<file path="src/rtl/assert_macros.svh">
// Assertion macros for the RTL file that carries checks.
// Expects signals named clk and rst in the including scope.
`ifndef ASSERT_MACROS_SVH
`define ASSERT_MACROS_SVH

// Check on every clock edge outside reset.
`define ASSERT_CLK(name, prop, msg) \
  name: assert property (@(posedge clk) disable iff (rst) (prop)) else $error(msg);

// Check on every clock edge, reset included.
`define ASSERT_ALWAYS(name, prop, msg) \
  name: assert property (@(posedge clk) (prop)) else $error(msg);

`endif

</file>
<file path="src/rtl/ttt_pkg.sv">
// Shared types, constants and codes for the tank level trend tracker.
// No dependencies; every other file but the assertion macro header imports it.
`timescale 1ns / 1ps

package ttt_pkg;

  localparam int CODE_W     = 3;
  localparam int NUM_CODES  = 8;
  localparam int DIST_W     = 10;
  localparam int LEVEL_W    = 10;
  localparam int NIB_W      = 4;
  localparam int CFG_SLP_W  = 36;
  localparam int SLEEP_W    = 40;
  localparam int OUT_CNT_W  = 32;
  localparam int COUNT_W    = 32;
  localparam int CFG_DATA_W = 64;
  localparam int CFG_ADDR_W = 6;
  localparam int REG_IDX_W  = 3;

  localparam logic [CFG_SLP_W-1:0] BACKUP_SLEEP_US = 36'd300000000;
  localparam logic [NIB_W-1:0]     WEAK_FACTOR     = 4'd2;
  localparam logic [NIB_W-1:0]     INVALID_FACTOR  = 4'd3;

  localparam logic [CODE_W-1:0] RC_OK   = 3'd0;
  localparam logic [CODE_W-1:0] RC_WEAK = 3'd1;

  typedef enum logic [1:0] {
    FS_UNKNOWN  = 2'd0,
    FS_STABLE   = 2'd1,
    FS_FILLING  = 2'd2,
    FS_DRAINING = 2'd3
  } fill_t;

  typedef enum logic [REG_IDX_W-1:0] {
    REG_DELTA_FLOOR       = 3'd0,
    REG_CONFIRMATIONS     = 3'd1,
    REG_FAILURE_THRESHOLD = 3'd2,
    REG_SLEEP_FILLING     = 3'd3,
    REG_SLEEP_DRAINING    = 3'd4,
    REG_SLEEP_STABLE      = 3'd5,
    REG_SLEEP_NIGHT       = 3'd6,
    REG_SLEEP_UNKNOWN     = 3'd7
  } reg_idx_t;

  typedef struct packed {
    logic [LEVEL_W-1:0]   delta_floor;
    logic [NIB_W-1:0]     confirmations_needed;
    logic [NIB_W-1:0]     failure_threshold;
    logic [CFG_SLP_W-1:0] sleep_filling_us;
    logic [CFG_SLP_W-1:0] sleep_draining_us;
    logic [CFG_SLP_W-1:0] sleep_stable_us;
    logic [CFG_SLP_W-1:0] sleep_stable_night_us;
    logic [CFG_SLP_W-1:0] sleep_unknown_us;
  } cfg_t;

  typedef struct packed {
    logic [CODE_W-1:0]  result_code;
    logic [DIST_W-1:0]  distance_cm;
    logic [LEVEL_W-1:0] level_pm;
    logic               night;
    logic               tank_full;
  } item_t;

endpackage

</file>
<file path="src/rtl/ttt_intf.sv">
// Valid/ready channel interfaces for sensor readings and tracker results.
// Depends on ttt_pkg for field widths.
`timescale 1ns / 1ps

interface ttt_in_if;
  import ttt_pkg::*;
  logic               valid;
  logic               ready;
  logic [CODE_W-1:0]  result_code;
  logic [DIST_W-1:0]  distance_cm;
  logic [LEVEL_W-1:0] level_pm;
  logic               night;
  logic               tank_full;

  modport source (output valid, result_code, distance_cm, level_pm, night,
                  tank_full, input ready);
  modport sink (input valid, result_code, distance_cm, level_pm, night,
                tank_full, output ready);
endinterface

interface ttt_out_if;
  import ttt_pkg::*;
  logic                 valid;
  logic                 ready;
  logic [1:0]           tank_state;
  logic [1:0]           pending_state;
  logic [NIB_W-1:0]     pending_count;
  logic [LEVEL_W-1:0]   level_out;
  logic [DIST_W-1:0]    distance_out;
  logic                 backup_mode;
  logic [NIB_W-1:0]     failure_streak;
  logic [SLEEP_W-1:0]   sleep_us;
  logic [OUT_CNT_W-1:0] reading_count;
  logic [OUT_CNT_W-1:0] code_count;

  modport source (output valid, tank_state, pending_state, pending_count, level_out,
                  distance_out, backup_mode, failure_streak, sleep_us, reading_count,
                  code_count, input ready);
  modport sink (input valid, tank_state, pending_state, pending_count, level_out,
                distance_out, backup_mode, failure_streak, sleep_us, reading_count,
                code_count, output ready);
endinterface

</file>
<file path="src/rtl/ttt_cfg_regs.sv">
// APB-style configuration register file for the trend tracker.
// Depends on ttt_pkg for the register map and cfg_t.
`timescale 1ns / 1ps

module ttt_cfg_regs (
  input  logic                         clk,
  input  logic                         rst,
  input  logic                         psel,
  input  logic                         penable,
  input  logic                         pwrite,
  input  logic [ttt_pkg::CFG_ADDR_W-1:0] paddr,
  input  logic [ttt_pkg::CFG_DATA_W-1:0] pwdata,
  output logic [ttt_pkg::CFG_DATA_W-1:0] prdata,
  output logic                         pready,
  output ttt_pkg::cfg_t                cfg
);
  import ttt_pkg::*;

  reg_idx_t idx;
  logic     wr_en;

  assign idx    = reg_idx_t'(paddr[CFG_ADDR_W-1:3]);
  assign wr_en  = psel && penable && pwrite;
  assign pready = 1'b1;

  always_ff @(posedge clk) begin
    if (rst) begin
      cfg.delta_floor           <= 10'd10;
      cfg.confirmations_needed  <= 4'd3;
      cfg.failure_threshold     <= 4'd3;
      cfg.sleep_filling_us      <= 36'd60000000;
      cfg.sleep_draining_us     <= 36'd120000000;
      cfg.sleep_stable_us       <= 36'd600000000;
      cfg.sleep_stable_night_us <= 36'd1800000000;
      cfg.sleep_unknown_us      <= 36'd300000000;
    end else if (wr_en) begin
      case (idx)
        REG_DELTA_FLOOR:       cfg.delta_floor           <= pwdata[LEVEL_W-1:0];
        REG_CONFIRMATIONS:     cfg.confirmations_needed  <= pwdata[NIB_W-1:0];
        REG_FAILURE_THRESHOLD: cfg.failure_threshold     <= pwdata[NIB_W-1:0];
        REG_SLEEP_FILLING:     cfg.sleep_filling_us      <= pwdata[CFG_SLP_W-1:0];
        REG_SLEEP_DRAINING:    cfg.sleep_draining_us     <= pwdata[CFG_SLP_W-1:0];
        REG_SLEEP_STABLE:      cfg.sleep_stable_us       <= pwdata[CFG_SLP_W-1:0];
        REG_SLEEP_NIGHT:       cfg.sleep_stable_night_us <= pwdata[CFG_SLP_W-1:0];
        REG_SLEEP_UNKNOWN:     cfg.sleep_unknown_us      <= pwdata[CFG_SLP_W-1:0];
        default: ;
      endcase
    end
  end

  always_comb begin
    case (idx)
      REG_DELTA_FLOOR:       prdata = CFG_DATA_W'(cfg.delta_floor);
      REG_CONFIRMATIONS:     prdata = CFG_DATA_W'(cfg.confirmations_needed);
      REG_FAILURE_THRESHOLD: prdata = CFG_DATA_W'(cfg.failure_threshold);
      REG_SLEEP_FILLING:     prdata = CFG_DATA_W'(cfg.sleep_filling_us);
      REG_SLEEP_DRAINING:    prdata = CFG_DATA_W'(cfg.sleep_draining_us);
      REG_SLEEP_STABLE:      prdata = CFG_DATA_W'(cfg.sleep_stable_us);
      REG_SLEEP_NIGHT:       prdata = CFG_DATA_W'(cfg.sleep_stable_night_us);
      REG_SLEEP_UNKNOWN:     prdata = CFG_DATA_W'(cfg.sleep_unknown_us);
      default:               prdata = '0;
    endcase
  end

endmodule

</file>
<file path="src/rtl/ttt_tracker.sv">
// Tracker state, single-pass update logic and result register.
// Depends on ttt_pkg and the ttt_out_if interface.
`timescale 1ns / 1ps

module ttt_tracker (
  input  logic           clk,
  input  logic           rst,
  input  ttt_pkg::cfg_t  cfg,
  input  logic           s1_valid,
  input  ttt_pkg::item_t s1_item,
  output logic           s1_take,
  ttt_out_if.source      result
);
  import ttt_pkg::*;

  fill_t              conf, conf_next;
  fill_t              cand, cand_next;
  fill_t              dir;
  logic [NIB_W-1:0]   cand_cnt, cand_cnt_next, cnt_inc;
  logic [LEVEL_W-1:0] prev_level, prev_level_next, mag;
  logic [DIST_W-1:0]  last_dist, last_dist_next;
  logic [NIB_W-1:0]   fail_cnt, fail_cnt_next;
  logic               backup, backup_next;
  logic [COUNT_W-1:0] total, total_next, code_cnt_next;
  logic [COUNT_W-1:0] code_cnt [NUM_CODES];
  logic               success;
  logic [CFG_SLP_W-1:0] stable_t, trend_t;
  logic [SLEEP_W-1:0] sleep_next;

  assign s1_take = s1_valid && (!result.valid || result.ready);

  assign success = (s1_item.result_code == RC_OK) || (s1_item.result_code == RC_WEAK);
  assign mag = (s1_item.level_pm >= prev_level) ? s1_item.level_pm - prev_level
                                                : prev_level - s1_item.level_pm;
  assign cnt_inc = cand_cnt + 4'd1;

  always_comb begin
    if (mag < cfg.delta_floor) begin
      dir = FS_STABLE;
    end else if (s1_item.level_pm > prev_level) begin
      dir = FS_FILLING;
    end else begin
      dir = FS_DRAINING;
    end
  end

  // Trend confirmation
  always_comb begin
    conf_next       = conf;
    cand_next       = cand;
    cand_cnt_next   = cand_cnt;
    prev_level_next = prev_level;
    last_dist_next  = last_dist;
    if (success) begin
      prev_level_next = s1_item.level_pm;
      last_dist_next  = s1_item.distance_cm;
      if (prev_level == '0) begin
        conf_next     = FS_STABLE;
        cand_next     = FS_UNKNOWN;
        cand_cnt_next = '0;
      end else if (conf == FS_UNKNOWN || dir == conf) begin
        conf_next     = dir;
        cand_next     = FS_UNKNOWN;
        cand_cnt_next = '0;
      end else if (dir == cand) begin
        if (cnt_inc >= cfg.confirmations_needed) begin
          conf_next     = dir;
          cand_next     = FS_UNKNOWN;
          cand_cnt_next = '0;
        end else begin
          cand_cnt_next = cnt_inc;
        end
      end else begin
        cand_next     = dir;
        cand_cnt_next = 4'd1;
      end
    end
  end

  // Failure streak with hysteresis on backup mode
  always_comb begin
    fail_cnt_next = fail_cnt;
    if (!success) begin
      if (fail_cnt < cfg.failure_threshold) begin
        fail_cnt_next = fail_cnt + 4'd1;
      end
    end else if (s1_item.result_code == RC_OK && fail_cnt != '0) begin
      fail_cnt_next = fail_cnt - 4'd1;
    end
    backup_next = backup;
    if (fail_cnt_next >= cfg.failure_threshold) begin
      backup_next = 1'b1;
    end else if ({1'b0, fail_cnt_next} + 5'd1 < {1'b0, cfg.failure_threshold}) begin
      backup_next = 1'b0;
    end
  end

  // Sleep interval
  assign stable_t = s1_item.night ? cfg.sleep_stable_night_us : cfg.sleep_stable_us;

  always_comb begin
    case (conf_next)
      FS_FILLING:  trend_t = cfg.sleep_filling_us;
      FS_DRAINING: trend_t = cfg.sleep_draining_us;
      FS_STABLE:   trend_t = stable_t;
      default:     trend_t = cfg.sleep_unknown_us;
    endcase
    if (backup_next) begin
      sleep_next = SLEEP_W'(s1_item.tank_full ? stable_t : BACKUP_SLEEP_US);
    end else if (success) begin
      if (s1_item.result_code == RC_WEAK) begin
        sleep_next = SLEEP_W'(trend_t) * SLEEP_W'(WEAK_FACTOR);
      end else begin
        sleep_next = SLEEP_W'(trend_t);
      end
    end else begin
      sleep_next = SLEEP_W'(cfg.sleep_unknown_us) * SLEEP_W'(INVALID_FACTOR);
    end
  end

  assign total_next    = total + COUNT_W'(1);
  assign code_cnt_next = code_cnt[s1_item.result_code] + COUNT_W'(1);

  always_ff @(posedge clk) begin
    if (rst) begin
      conf       <= FS_UNKNOWN;
      cand       <= FS_UNKNOWN;
      cand_cnt   <= '0;
      prev_level <= '0;
      last_dist  <= '0;
      fail_cnt   <= '0;
      backup     <= 1'b0;
      total      <= '0;
      for (int i = 0; i < NUM_CODES; i++) begin
        code_cnt[i] <= '0;
      end
    end else if (s1_take) begin
      conf       <= conf_next;
      cand       <= cand_next;
      cand_cnt   <= cand_cnt_next;
      prev_level <= prev_level_next;
      last_dist  <= last_dist_next;
      fail_cnt   <= fail_cnt_next;
      backup     <= backup_next;
      total      <= total_next;
      code_cnt[s1_item.result_code] <= code_cnt_next;
    end
  end

  // Result register: load on advance, drop once taken
  always_ff @(posedge clk) begin
    if (rst) begin
      result.valid <= 1'b0;
    end else if (s1_take) begin
      result.valid <= 1'b1;
    end else if (result.ready) begin
      result.valid <= 1'b0;
    end
  end

  always_ff @(posedge clk) begin
    if (s1_take) begin
      result.tank_state     <= conf_next;
      result.pending_state  <= cand_next;
      result.pending_count  <= cand_cnt_next;
      result.level_out      <= prev_level_next;
      result.distance_out   <= last_dist_next;
      result.backup_mode    <= backup_next;
      result.failure_streak <= fail_cnt_next;
      result.sleep_us       <= sleep_next;
      result.reading_count  <= OUT_CNT_W'(total_next);
      result.code_count     <= OUT_CNT_W'(code_cnt_next);
    end
  end

endmodule

</file>
<file path="src/rtl/tank_level_trend_tracker.sv">
// Tank level trend tracker: an accepted reading is held in the input register and then
// loaded into the result register, where its result word is valid. Throughput is one
// reading per cycle while the result side is ready; the input register and the result
// register each hold one word, so a reading can be taken while a finished result waits.
// Synchronous active-high reset clears all counters, trend and backup state, both
// valid flags, and loads the configuration registers with their defaults.
`timescale 1ns / 1ps
`include "assert_macros.svh"

module tank_level_trend_tracker (
  input  logic                           clk,
  input  logic                           rst,
  ttt_in_if.sink                         reading,
  ttt_out_if.source                      result,
  input  logic                           psel,
  input  logic                           penable,
  input  logic                           pwrite,
  input  logic [ttt_pkg::CFG_ADDR_W-1:0] paddr,
  input  logic [ttt_pkg::CFG_DATA_W-1:0] pwdata,
  output logic [ttt_pkg::CFG_DATA_W-1:0] prdata,
  output logic                           pready
);
  import ttt_pkg::*;

  cfg_t  cfg;
  item_t s1_item;
  logic  s1_valid;
  logic  s1_take;
  logic  res_unknown;
  logic  res_no_cand;
  logic  in_stalled;
  logic  pipe_empty;

  ttt_cfg_regs u_cfg (
    .clk     (clk),
    .rst     (rst),
    .psel    (psel),
    .penable (penable),
    .pwrite  (pwrite),
    .paddr   (paddr),
    .pwdata  (pwdata),
    .prdata  (prdata),
    .pready  (pready),
    .cfg     (cfg)
  );

  // Input register: refill when empty or whenever the held word moves on
  assign reading.ready = !s1_valid || s1_take;

  always_ff @(posedge clk) begin
    if (rst) begin
      s1_valid <= 1'b0;
    end else if (reading.ready) begin
      s1_valid <= reading.valid;
    end
  end

  always_ff @(posedge clk) begin
    if (reading.valid && reading.ready) begin
      s1_item.result_code <= reading.result_code;
      s1_item.distance_cm <= reading.distance_cm;
      s1_item.level_pm    <= reading.level_pm;
      s1_item.night       <= reading.night;
      s1_item.tank_full   <= reading.tank_full;
    end
  end

  ttt_tracker u_tracker (
    .clk      (clk),
    .rst      (rst),
    .cfg      (cfg),
    .s1_valid (s1_valid),
    .s1_item  (s1_item),
    .s1_take  (s1_take),
    .result   (result)
  );

  assign res_unknown = result.valid && (result.tank_state == FS_UNKNOWN);
  assign res_no_cand = (result.pending_state == FS_UNKNOWN) && (result.pending_count == '0);
  assign in_stalled  = s1_valid && result.valid && !result.ready;
  assign pipe_empty  = !s1_valid && !result.valid;

  `ASSERT_CLK(a_unknown_idle, res_unknown |-> res_no_cand, "candidate while state unknown")
  `ASSERT_CLK(a_stall_blocks_input, in_stalled |-> !reading.ready, "input taken while stalled")
  `ASSERT_ALWAYS(a_reset_empties, $past(rst) |-> pipe_empty, "not empty after reset")

endmodule
</file>
<file path="src/flat_wrapper.sv">
// flat-port wrapper written by rule: the top's interface ports become plain ports
module tank_level_trend_tracker_flat import ttt_pkg::*;
  (clk, rst, psel, penable, pwrite, paddr, pwdata, prdata, pready, reading_valid, reading_result_code, reading_distance_cm, reading_level_pm, reading_night, reading_tank_full, reading_ready, result_valid, result_tank_state, result_pending_state, result_pending_count, result_level_out, result_distance_out, result_backup_mode, result_failure_streak, result_sleep_us, result_reading_count, result_code_count, result_ready);
  ttt_in_if reading_i ();
  ttt_out_if result_i ();
  input  logic clk;
  input  logic rst;
  input  logic psel;
  input  logic penable;
  input  logic pwrite;
  input  logic [ttt_pkg::CFG_ADDR_W-1:0] paddr;
  input  logic [ttt_pkg::CFG_DATA_W-1:0] pwdata;
  output logic [ttt_pkg::CFG_DATA_W-1:0] prdata;
  output logic pready;
  input wire logic [$bits(reading_i.valid)-1:0] reading_valid;
  input wire logic [$bits(reading_i.result_code)-1:0] reading_result_code;
  input wire logic [$bits(reading_i.distance_cm)-1:0] reading_distance_cm;
  input wire logic [$bits(reading_i.level_pm)-1:0] reading_level_pm;
  input wire logic [$bits(reading_i.night)-1:0] reading_night;
  input wire logic [$bits(reading_i.tank_full)-1:0] reading_tank_full;
  output wire logic [$bits(reading_i.ready)-1:0] reading_ready;
  output wire logic [$bits(result_i.valid)-1:0] result_valid;
  output wire logic [$bits(result_i.tank_state)-1:0] result_tank_state;
  output wire logic [$bits(result_i.pending_state)-1:0] result_pending_state;
  output wire logic [$bits(result_i.pending_count)-1:0] result_pending_count;
  output wire logic [$bits(result_i.level_out)-1:0] result_level_out;
  output wire logic [$bits(result_i.distance_out)-1:0] result_distance_out;
  output wire logic [$bits(result_i.backup_mode)-1:0] result_backup_mode;
  output wire logic [$bits(result_i.failure_streak)-1:0] result_failure_streak;
  output wire logic [$bits(result_i.sleep_us)-1:0] result_sleep_us;
  output wire logic [$bits(result_i.reading_count)-1:0] result_reading_count;
  output wire logic [$bits(result_i.code_count)-1:0] result_code_count;
  input wire logic [$bits(result_i.ready)-1:0] result_ready;
  assign reading_i.valid = reading_valid;
  assign reading_i.result_code = reading_result_code;
  assign reading_i.distance_cm = reading_distance_cm;
  assign reading_i.level_pm = reading_level_pm;
  assign reading_i.night = reading_night;
  assign reading_i.tank_full = reading_tank_full;
  assign reading_ready = reading_i.ready;
  assign result_valid = result_i.valid;
  assign result_tank_state = result_i.tank_state;
  assign result_pending_state = result_i.pending_state;
  assign result_pending_count = result_i.pending_count;
  assign result_level_out = result_i.level_out;
  assign result_distance_out = result_i.distance_out;
  assign result_backup_mode = result_i.backup_mode;
  assign result_failure_streak = result_i.failure_streak;
  assign result_sleep_us = result_i.sleep_us;
  assign result_reading_count = result_i.reading_count;
  assign result_code_count = result_i.code_count;
  assign result_i.ready = result_ready;
  tank_level_trend_tracker u_core (.clk(clk), .rst(rst), .reading(reading_i), .result(result_i), .psel(psel), .penable(penable), .pwrite(pwrite), .paddr(paddr), .pwdata(pwdata), .prdata(prdata), .pready(pready));
endmodule
</file>
<file path="config.mk">
export PLATFORM = sky130hd
export DESIGN_NAME = tank_level_trend_tracker_flat
export DESIGN_NICKNAME = d
export VERILOG_FILES = /design/src/rtl/ttt_pkg.sv /design/src/rtl/ttt_intf.sv /design/src/rtl/ttt_cfg_regs.sv /design/src/rtl/ttt_tracker.sv /design/src/rtl/tank_level_trend_tracker.sv /design/src/flat_wrapper.sv
export VERILOG_INCLUDE_DIRS = /design/src /design/src/rtl
export SDC_FILE = /design/constraint.sdc
export NUM_CORES = 1
export LEC_CHECK = 0
export ABC_CLOCK_PERIOD_IN_PS = 10850
export BUFFER_PORTS_ARGS = -buffer_cell sky130_fd_sc_hd__buf_2
export CORE_MARGIN = 2
export CORE_UTILIZATION = 60
export CTS_CLUSTER_DIAMETER = 100
export DETAILED_ROUTE_END_ITERATION = 16
export HOLD_SLACK_MARGIN = 0.03
export PLACE_DENSITY = 0.8
export REMOVE_ABC_BUFFERS = 1
export SLEW_MARGIN = 20
export SYNTH_ARGS = -nofsm -noshare
export SYNTH_HDL_FRONTEND = slang
export SYNTH_SLANG_ARGS = --single-unit
</file>
<file path="constraint.sdc">
create_clock -name clk -period 10.85 [get_ports clk]
set_clock_uncertainty 0.05 [all_clocks]
set_input_delay 3.255 -clock clk [delete_from_list [all_inputs] [get_ports clk]]
set_output_delay 3.255 -clock clk [all_outputs]
set_load 0.01 [all_outputs]
</file>
==> impl_metrics.toml, run 1 <==
[setup_path]
crit_arrival_ps = 5560
slowest_delay_ps = 710
crit_path_cell_trace = "buf_2 -> buf_4 -> inv_1 -> nor2_1 -> a22oi_1 -> o22ai_1 -> buf_2"
cpMostUsedCell = "buf_2"
critPathRequiredTime_ps = 7550
end_kind = "output port"
crit_slowest_cell = "buf_4"
cp_max_fo = 47
cp-start-kind = "primary input"
cpLargestDelayFamily = "buffers and inverters"
critPathKind = "primary input to output port"
path_buf_inv = 4

[logic_synthesis]
synth_edf_count = 416
synthArstFlopShare = 0
ys_seq_area_frac = 0.5166
ys_seq_elements = 684
synth_area_mm2 = 0.03456
ys_top_cells_by_area = "edfxtp_1 (36%), dfxtp_1 (16%), mux4_2 (6.3%)"
yosysWarningCount = 0
yosys.area.top_type_share = 0.3614
syn_avg_cell_area_um2 = 10.41
postSynthCellCount = 3319
yosysUniqueCellTypes = 92
yosysTopAreaCell = "edfxtp_1"
synthFlopType = "edfxtp_1"

[place]
preCtsSetupSlack_ps = 2125
gp_congestion = 0.9364
io_buffers = 243
hpwl_um = 56730

[cts]
path_clk_slew_ps = 50
cts.sinks = 684
clockBufferDepth = 3
cts_inserted_buffers = 73
holdBufCountCts = 0
cts_root_buf = "clkbuf_16"
cts_resized = 0
post-cts-setup-buffer-count = 0
htreeDepth = 3
clk_latency_ps = 630
cts_tree = "built"

[timing]
finalMaxSlewViolations = 0
setup_viol_count_final = 0
tightest_slew_ps = 1104
min_period_over_period = 0.8173
hold_slack_ps = 416.6
max_freq_mhz = 112.8
fin_ws_ps = 1982
hold_viol = 0
fin_crit_ps = 8868
slew_headroom = 0.2628
rsz0062_at_grt = "no"

[floorplan]
die_h_um = 244.0
dieArea_mm2 = 0.05954
ios = 306
start_util = 0.6095
placementRows = 87
core_mm2 = 0.05671
fp.dieW_um = 244.0

[global_route]
grt_pass1_vias = 26700
overflow = 0
grt_pass1_wl_um = 149100
grt_usage = 0.3215
grt_max_degree = 114
antenna_found_initial = 11

[routing]
wl_um = 96530
vias_per_cell = 6.330
postRouteAntennaNets = 0
wire_per_inst_um = 22.43
dr.pass1.iters = 6
first_iter_violations = 2984
vias = 27240
drc = 0

[outcome]
run_status = "complete, no violations"

[cells_and_area]
num-fill-cells = 4212
finalNetCount = 3675
syn2layout_area_growth_pct = 11.64
final_cell_mix = "nand2_1 (548), edfxtp_1 (416), nor2_1 (385)"
drive_above_1_share = 0.1736
utilization = 0.6804
final_common_cell = "nand2_1"

[power_and_ir_drop]
p_seq_frac = 0.461
intPower_w = 0.004651
clockPowerShare = 0.407
p_per_area_mw_per_mm2 = 163.5
combPwrFrac = 0.133
switchingPower_w = 0.001657
sw_frac_of_total = 0.2627
ir_drop_uv = 123.3
leakage_nw = 15.08
fin_total_pwr_w = 0.006308

[flow_run]
maxCapViolations = 0

[min_path]
hold_class = "flop to flop"
## cell type report
class,count,area [µm²],share of cell area
sequential,684,17860,0.4629
multi-input combinational,2324,15310,0.3969
clock buffer,97,1979,0.05130
timing repair buffer,294,1605,0.04160
tap,756,945.9,0.02451
clock inverter,36,450.4,0.01167
inverter,107,416.7,0.01080
antenna,5,12.51,0.0003242
## registers in the layout, summed over array words and instances (netlist names), named ones only
name,count
u_core.s1_item,25
u_core.s1_valid,1
u_core.u_cfg.cfg,198
u_core.u_tracker.backup,1
u_core.u_tracker.cand,2
u_core.u_tracker.cand_cnt,4
u_core.u_tracker.code_cnt,256
u_core.u_tracker.conf,2
u_core.u_tracker.fail_cnt,4
u_core.u_tracker.last_dist,10
u_core.u_tracker.prev_level,10
u_core.u_tracker.result.backup_mode,1
u_core.u_tracker.result.code_count,32
u_core.u_tracker.result.distance_out,10
u_core.u_tracker.result.failure_streak,4
u_core.u_tracker.result.level_out,10
u_core.u_tracker.result.pending_count,4
u_core.u_tracker.result.pending_state,2
u_core.u_tracker.result.reading_count,32
u_core.u_tracker.result.sleep_us,38
u_core.u_tracker.result.tank_state,2
u_core.u_tracker.result.valid,1
u_core.u_tracker.total,32
## synth_stat cells, types with 8 or more instances
master	number
buf_2	18
nand3b_1	25
nand2_1	548
a22o_1	29
o211ai_1	25
nand4_1	17
xor2_1	57
inv_1	102
a21oi_1	238
nor4_1	8
nand2b_1	15
edfxtp_1	416
mux2_2	64
or3_1	23
xnor2_1	58
clkbuf_1	151
a211oi_1	45
o21ai_0	82
nor2_1	395
a21o_1	33
nor2b_1	8
o21a_1	11
and3_1	37
buf_1	10
a211o_1	21
buf_4	48
dfxtp_1	268
mux2i_1	70
mux4_2	97
a221oi_1	14
a22oi_1	12
ha_1	86
nand3_1	116
a31oi_1	20
nor3_1	33
## worst register-to-register path: stages (launching register included)
cell       delay (ps)
edfxtp_1          420
inv_1              80
ha_1              150
inv_1              60
fa_1              390
a21o_1            190
a221oi_2          390
a21oi_1           120
nor2b_1           120
buf_4             250
mux2_2            360
a21oi_1           180
o211ai_1          170
a31oi_1           320
nor3b_1            90
a211oi_1          180
ha_1              230
a21oi_1            70
o2bb2ai_1         140
a31oi_1           630
o21a_1            260
o211ai_2          170
a21oi_4           770
nor2_8            290
inv_8             390
mux2i_1           190
mux4_2            490
a211oi_1          350
## logic make-up (layout without fill, tap and decap cells)
family                     count (synthesis)  count (layout)  synth area share
AOI/OAI and AO/OA                        592             592            0.1099
xor gates and xnor gates                 122             122           0.03276
adders and majority gates                 89              89           0.03287
buffers and inverters                    340             534           0.04456
DFF                                      684             684            0.5166
muxes                                    234             234            0.1066
other                                      2              36         0.0002173
and+or+nand+nor                         1256            1256            0.1564
## metal layers
| layer | wire (µm) | part of all wire | vias to the layer above | GRT usage |
|---|---|---|---|---|
| met5 | 74 | 0.00077 | - | 0 |
| met4 | 4373 | 0.045 | 10 | 0.1585 |
| met3 | 9901 | 0.10 | 332 | 0.06892 |
| met2 | 45120 | 0.47 | 1525 | 0.5142 |
| met1 | 37070 | 0.38 | 13190 | 0.4175 |
| li1 | - | - | 12180 | - |
## worst paths after layout
| kind | cells after the start | slack, ps | end | startpoint |
|---|---|---|---|---|
| worst max-delay path | 7 | 1980 | prdata[2] | paddr[4] |
| worst min-delay path | 2 | 420 | u_core.u_cfg.cfg[116] | u_core.u_cfg.cfg[116] |
| worst max register to register | 27 | 3130 | u_core.u_tracker.result.sleep_us[24] | u_core.s1_item[2] |
| worst min register to register | 2 | 420 | u_core.u_cfg.cfg[116] | u_core.u_cfg.cfg[116] |
## power groups by stage
stage	clock (W)	sequential, W	combinational (W)
floorplan	0	0.00299	0.000488
finish	0.00256	0.00291	0.000837
detailed placement	0	0.00296	0.000813
global route	0.00270	0.00291	0.000896
global placement	0	0.00296	0.000800
CTS	0.00259	0.00291	0.000822
## stage by stage
step,instances,cell area (µm²),setup TNS [ps]
after global routing,4301,38580,0
after global placement,4165,36130,0
after detailed placement,4165,36140,0
final,4303,38590,0
after CTS,4298,38570,0
after floorplan,3115,33540,-83530
Note: power is estimated with default switching activity, not from simulation.
==> inputs of run 2 (changes only) <==
- ABC_CLOCK_PERIOD_IN_PS: 10850 -> 7560
- CORE_UTILIZATION: 60 -> 54
- PLACE_DENSITY: 0.8 -> 0.76
- clock period: 10.85 -> 7.56 ns (I/O delays scaled with it)
==> impl_metrics.toml, run 2 (synthesized netlist as in run 1, its figures left out) <==
[global_route]
antenna_found_initial = 11
grt_pass1_vias = 25940
grt_max_degree = 111
overflow = 0
grt_usage = 0.2844
grt_pass1_wl_um = 147300

[routing]
wire_per_inst_um = 21.75
dr.pass1.iters = 7
first_iter_violations = 2875
vias = 26730
wl_um = 95800
drc = 0
vias_per_cell = 6.069
postRouteAntennaNets = 0

[place]
placed_cell_area_mm2 = 0.03634
placed_cells = 4262
gp_congestion = 0.9130
io_buffers = 243
hpwl_um = 58690

[cts]
cts_resized = 0
cts_inserted_buffers = 74
clockBufferDepth = 3
htreeDepth = 3
path_clk_slew_ps = 60
holdBufCountCts = 0
clk_latency_ps = 630
cts_tree = "built"
post-cts-setup-buffer-count = 0
cts_root_buf = "clkbuf_16"
cts.sinks = 684

[setup_path]
critPathKind = "flop to flop"
end_kind = "flop"
r2r-start = "u_core.s1_item[2]"
ff2ff_path_depth = 28
r2r_end = "u_core.u_tracker.result.sleep_us[29]"
rrSetupSlack_ps = 730
critPathRequiredTime_ps = 7840
crit_slowest_cell = "inv_1"
slowest_delay_ps = 530
crit_arrival_ps = 7110
cp-start-kind = "flop"
cp_max_fo = 15

[power_and_ir_drop]
leakage_nw = 15.12
fin_total_pwr_w = 0.009018
ir_drop_uv = 205.9
p_per_area_mw_per_mm2 = 232.6

[cells_and_area]
num-fill-cells = 5147
final_common_cell = "nand2_1"
fin_cells = 4404
finalNetCount = 3683
reg_top3 = "u_core.u_tracker.code_cnt x256, u_core.u_cfg.cfg x198, u_core.u_tracker.result.sleep_us x38"
largest_reg_flops = 256
final_cell_mix = "nand2_1 (547), edfxtp_1 (416), nor2_1 (388)"
drive_above_1_share = 0.1737
largest-register = "u_core.u_tracker.code_cnt"
syn2layout_area_growth_pct = 12.18
final_cell_area_mm2 = 0.03877

[min_path]
holdPathStages = 2
hold_end = "u_core.u_cfg.cfg[92]"
hp-start = "u_core.u_cfg.cfg[92]"
hold_class = "flop to flop"

[timing]
max_freq_mhz = 146.4
fin_crit_ps = 6833
finalMaxSlewViolations = 0
hold_viol = 0
slew_headroom = 0.2030
setup_viol_count_final = 0
rsz0062_at_grt = "no"
tightest_slew_ps = 1191
min_period_over_period = 0.9038

[floorplan]
core_mm2 = 0.06320
ios = 306
die_h_um = 257
start_util = 0.5469
placementRows = 92
dieArea_mm2 = 0.06605
fp.dieW_um = 257

[flow_run]
maxCapViolations = 0

[outcome]
run_status = "complete, no violations"
[run 2: metal layers]
| layer | global-route usage | up-vias | wire [µm] |
|---|---|---|---|
| li1 | - | 12220 | - |
| met4 | 0.1050 | 10 | 3046 |
| met1 | 0.3739 | 12900 | 37080 |
| met3 | 0.06324 | 224 | 10090 |
| met5 | 0 | - | 53 |
| met2 | 0.4627 | 1379 | 45530 |
[run 2: power by group]
group	internal (W)	switching (W)
combinational	0.000414	0.000784
clock	0.00212	0.00152
sequential	0.00411	0.0000700
total	0.00665	0.00237
[run 2: worst max-delay path by stage]
stage / depth (start not counted) / to / from / slack [ps]
2_1_floorplan: 5 / u_core.u_tracker.code_cnt[4][0] / result_ready / -3490
3_3_place_gp: 27 / u_core.u_tracker.result.sleep_us[24] / u_core.s1_item[2] / 910
3_5_place_dp: 27 / u_core.u_tracker.result.sleep_us[24] / u_core.s1_item[2] / 850
4_1_cts: 27 / u_core.u_tracker.result.sleep_us[24] / u_core.s1_item[2] / 830
5_1_grt: 28 / u_core.u_tracker.result.sleep_us[29] / u_core.s1_item[2] / 350
6_report: 28 / u_core.u_tracker.result.sleep_us[29] / u_core.s1_item[2] / 730
[run 2: critical path: cells and delay by family (launching register included)]
family | cells | cell delay (ps)
compound gates | 15 | 3210
xor+xnor | 1 | 110
flops | 1 | 420
simple gates | 2 | 220
buf+inv | 6 | 1400
fa+ha+maj | 3 | 740
mux | 1 | 350
[run 2: metrics by stage]
| stage | setup WS, ps | utilization | setup TNS, ps | hold WS (ps) |
|---|---|---|---|---|
| 2_1_floorplan | -3486 | - | -556980 | 385.7 |
| 3_3_place_gp | 908.2 | 0.5750 | 0 | 401.5 |
| 3_5_place_dp | 849.0 | 0.5750 | 0 | 408.3 |
| 4_1_cts | 830.3 | 0.6132 | 0 | 416.7 |
| 5_1_grt | 349.8 | 0.6134 | 0 | 428.5 |
| 6_report | 727.3 | 0.6135 | 0 | 414.8 |
[run 2: cell type report]
cell class | instances | area [µm²] | share of cell area
Clock inverter | 31 | 345.3 | 0.008906
Antenna cell | 6 | 15.01 | 0.0003872
Timing Repair Buffer | 301 | 1695 | 0.04373
Sequential cell | 684 | 17860 | 0.4607
Clock buffer | 105 | 2069 | 0.05337
Inverter | 107 | 416.7 | 0.01075
Tap cell | 846 | 1059 | 0.02730
Multi-Input combinational cell | 2324 | 15310 | 0.3949
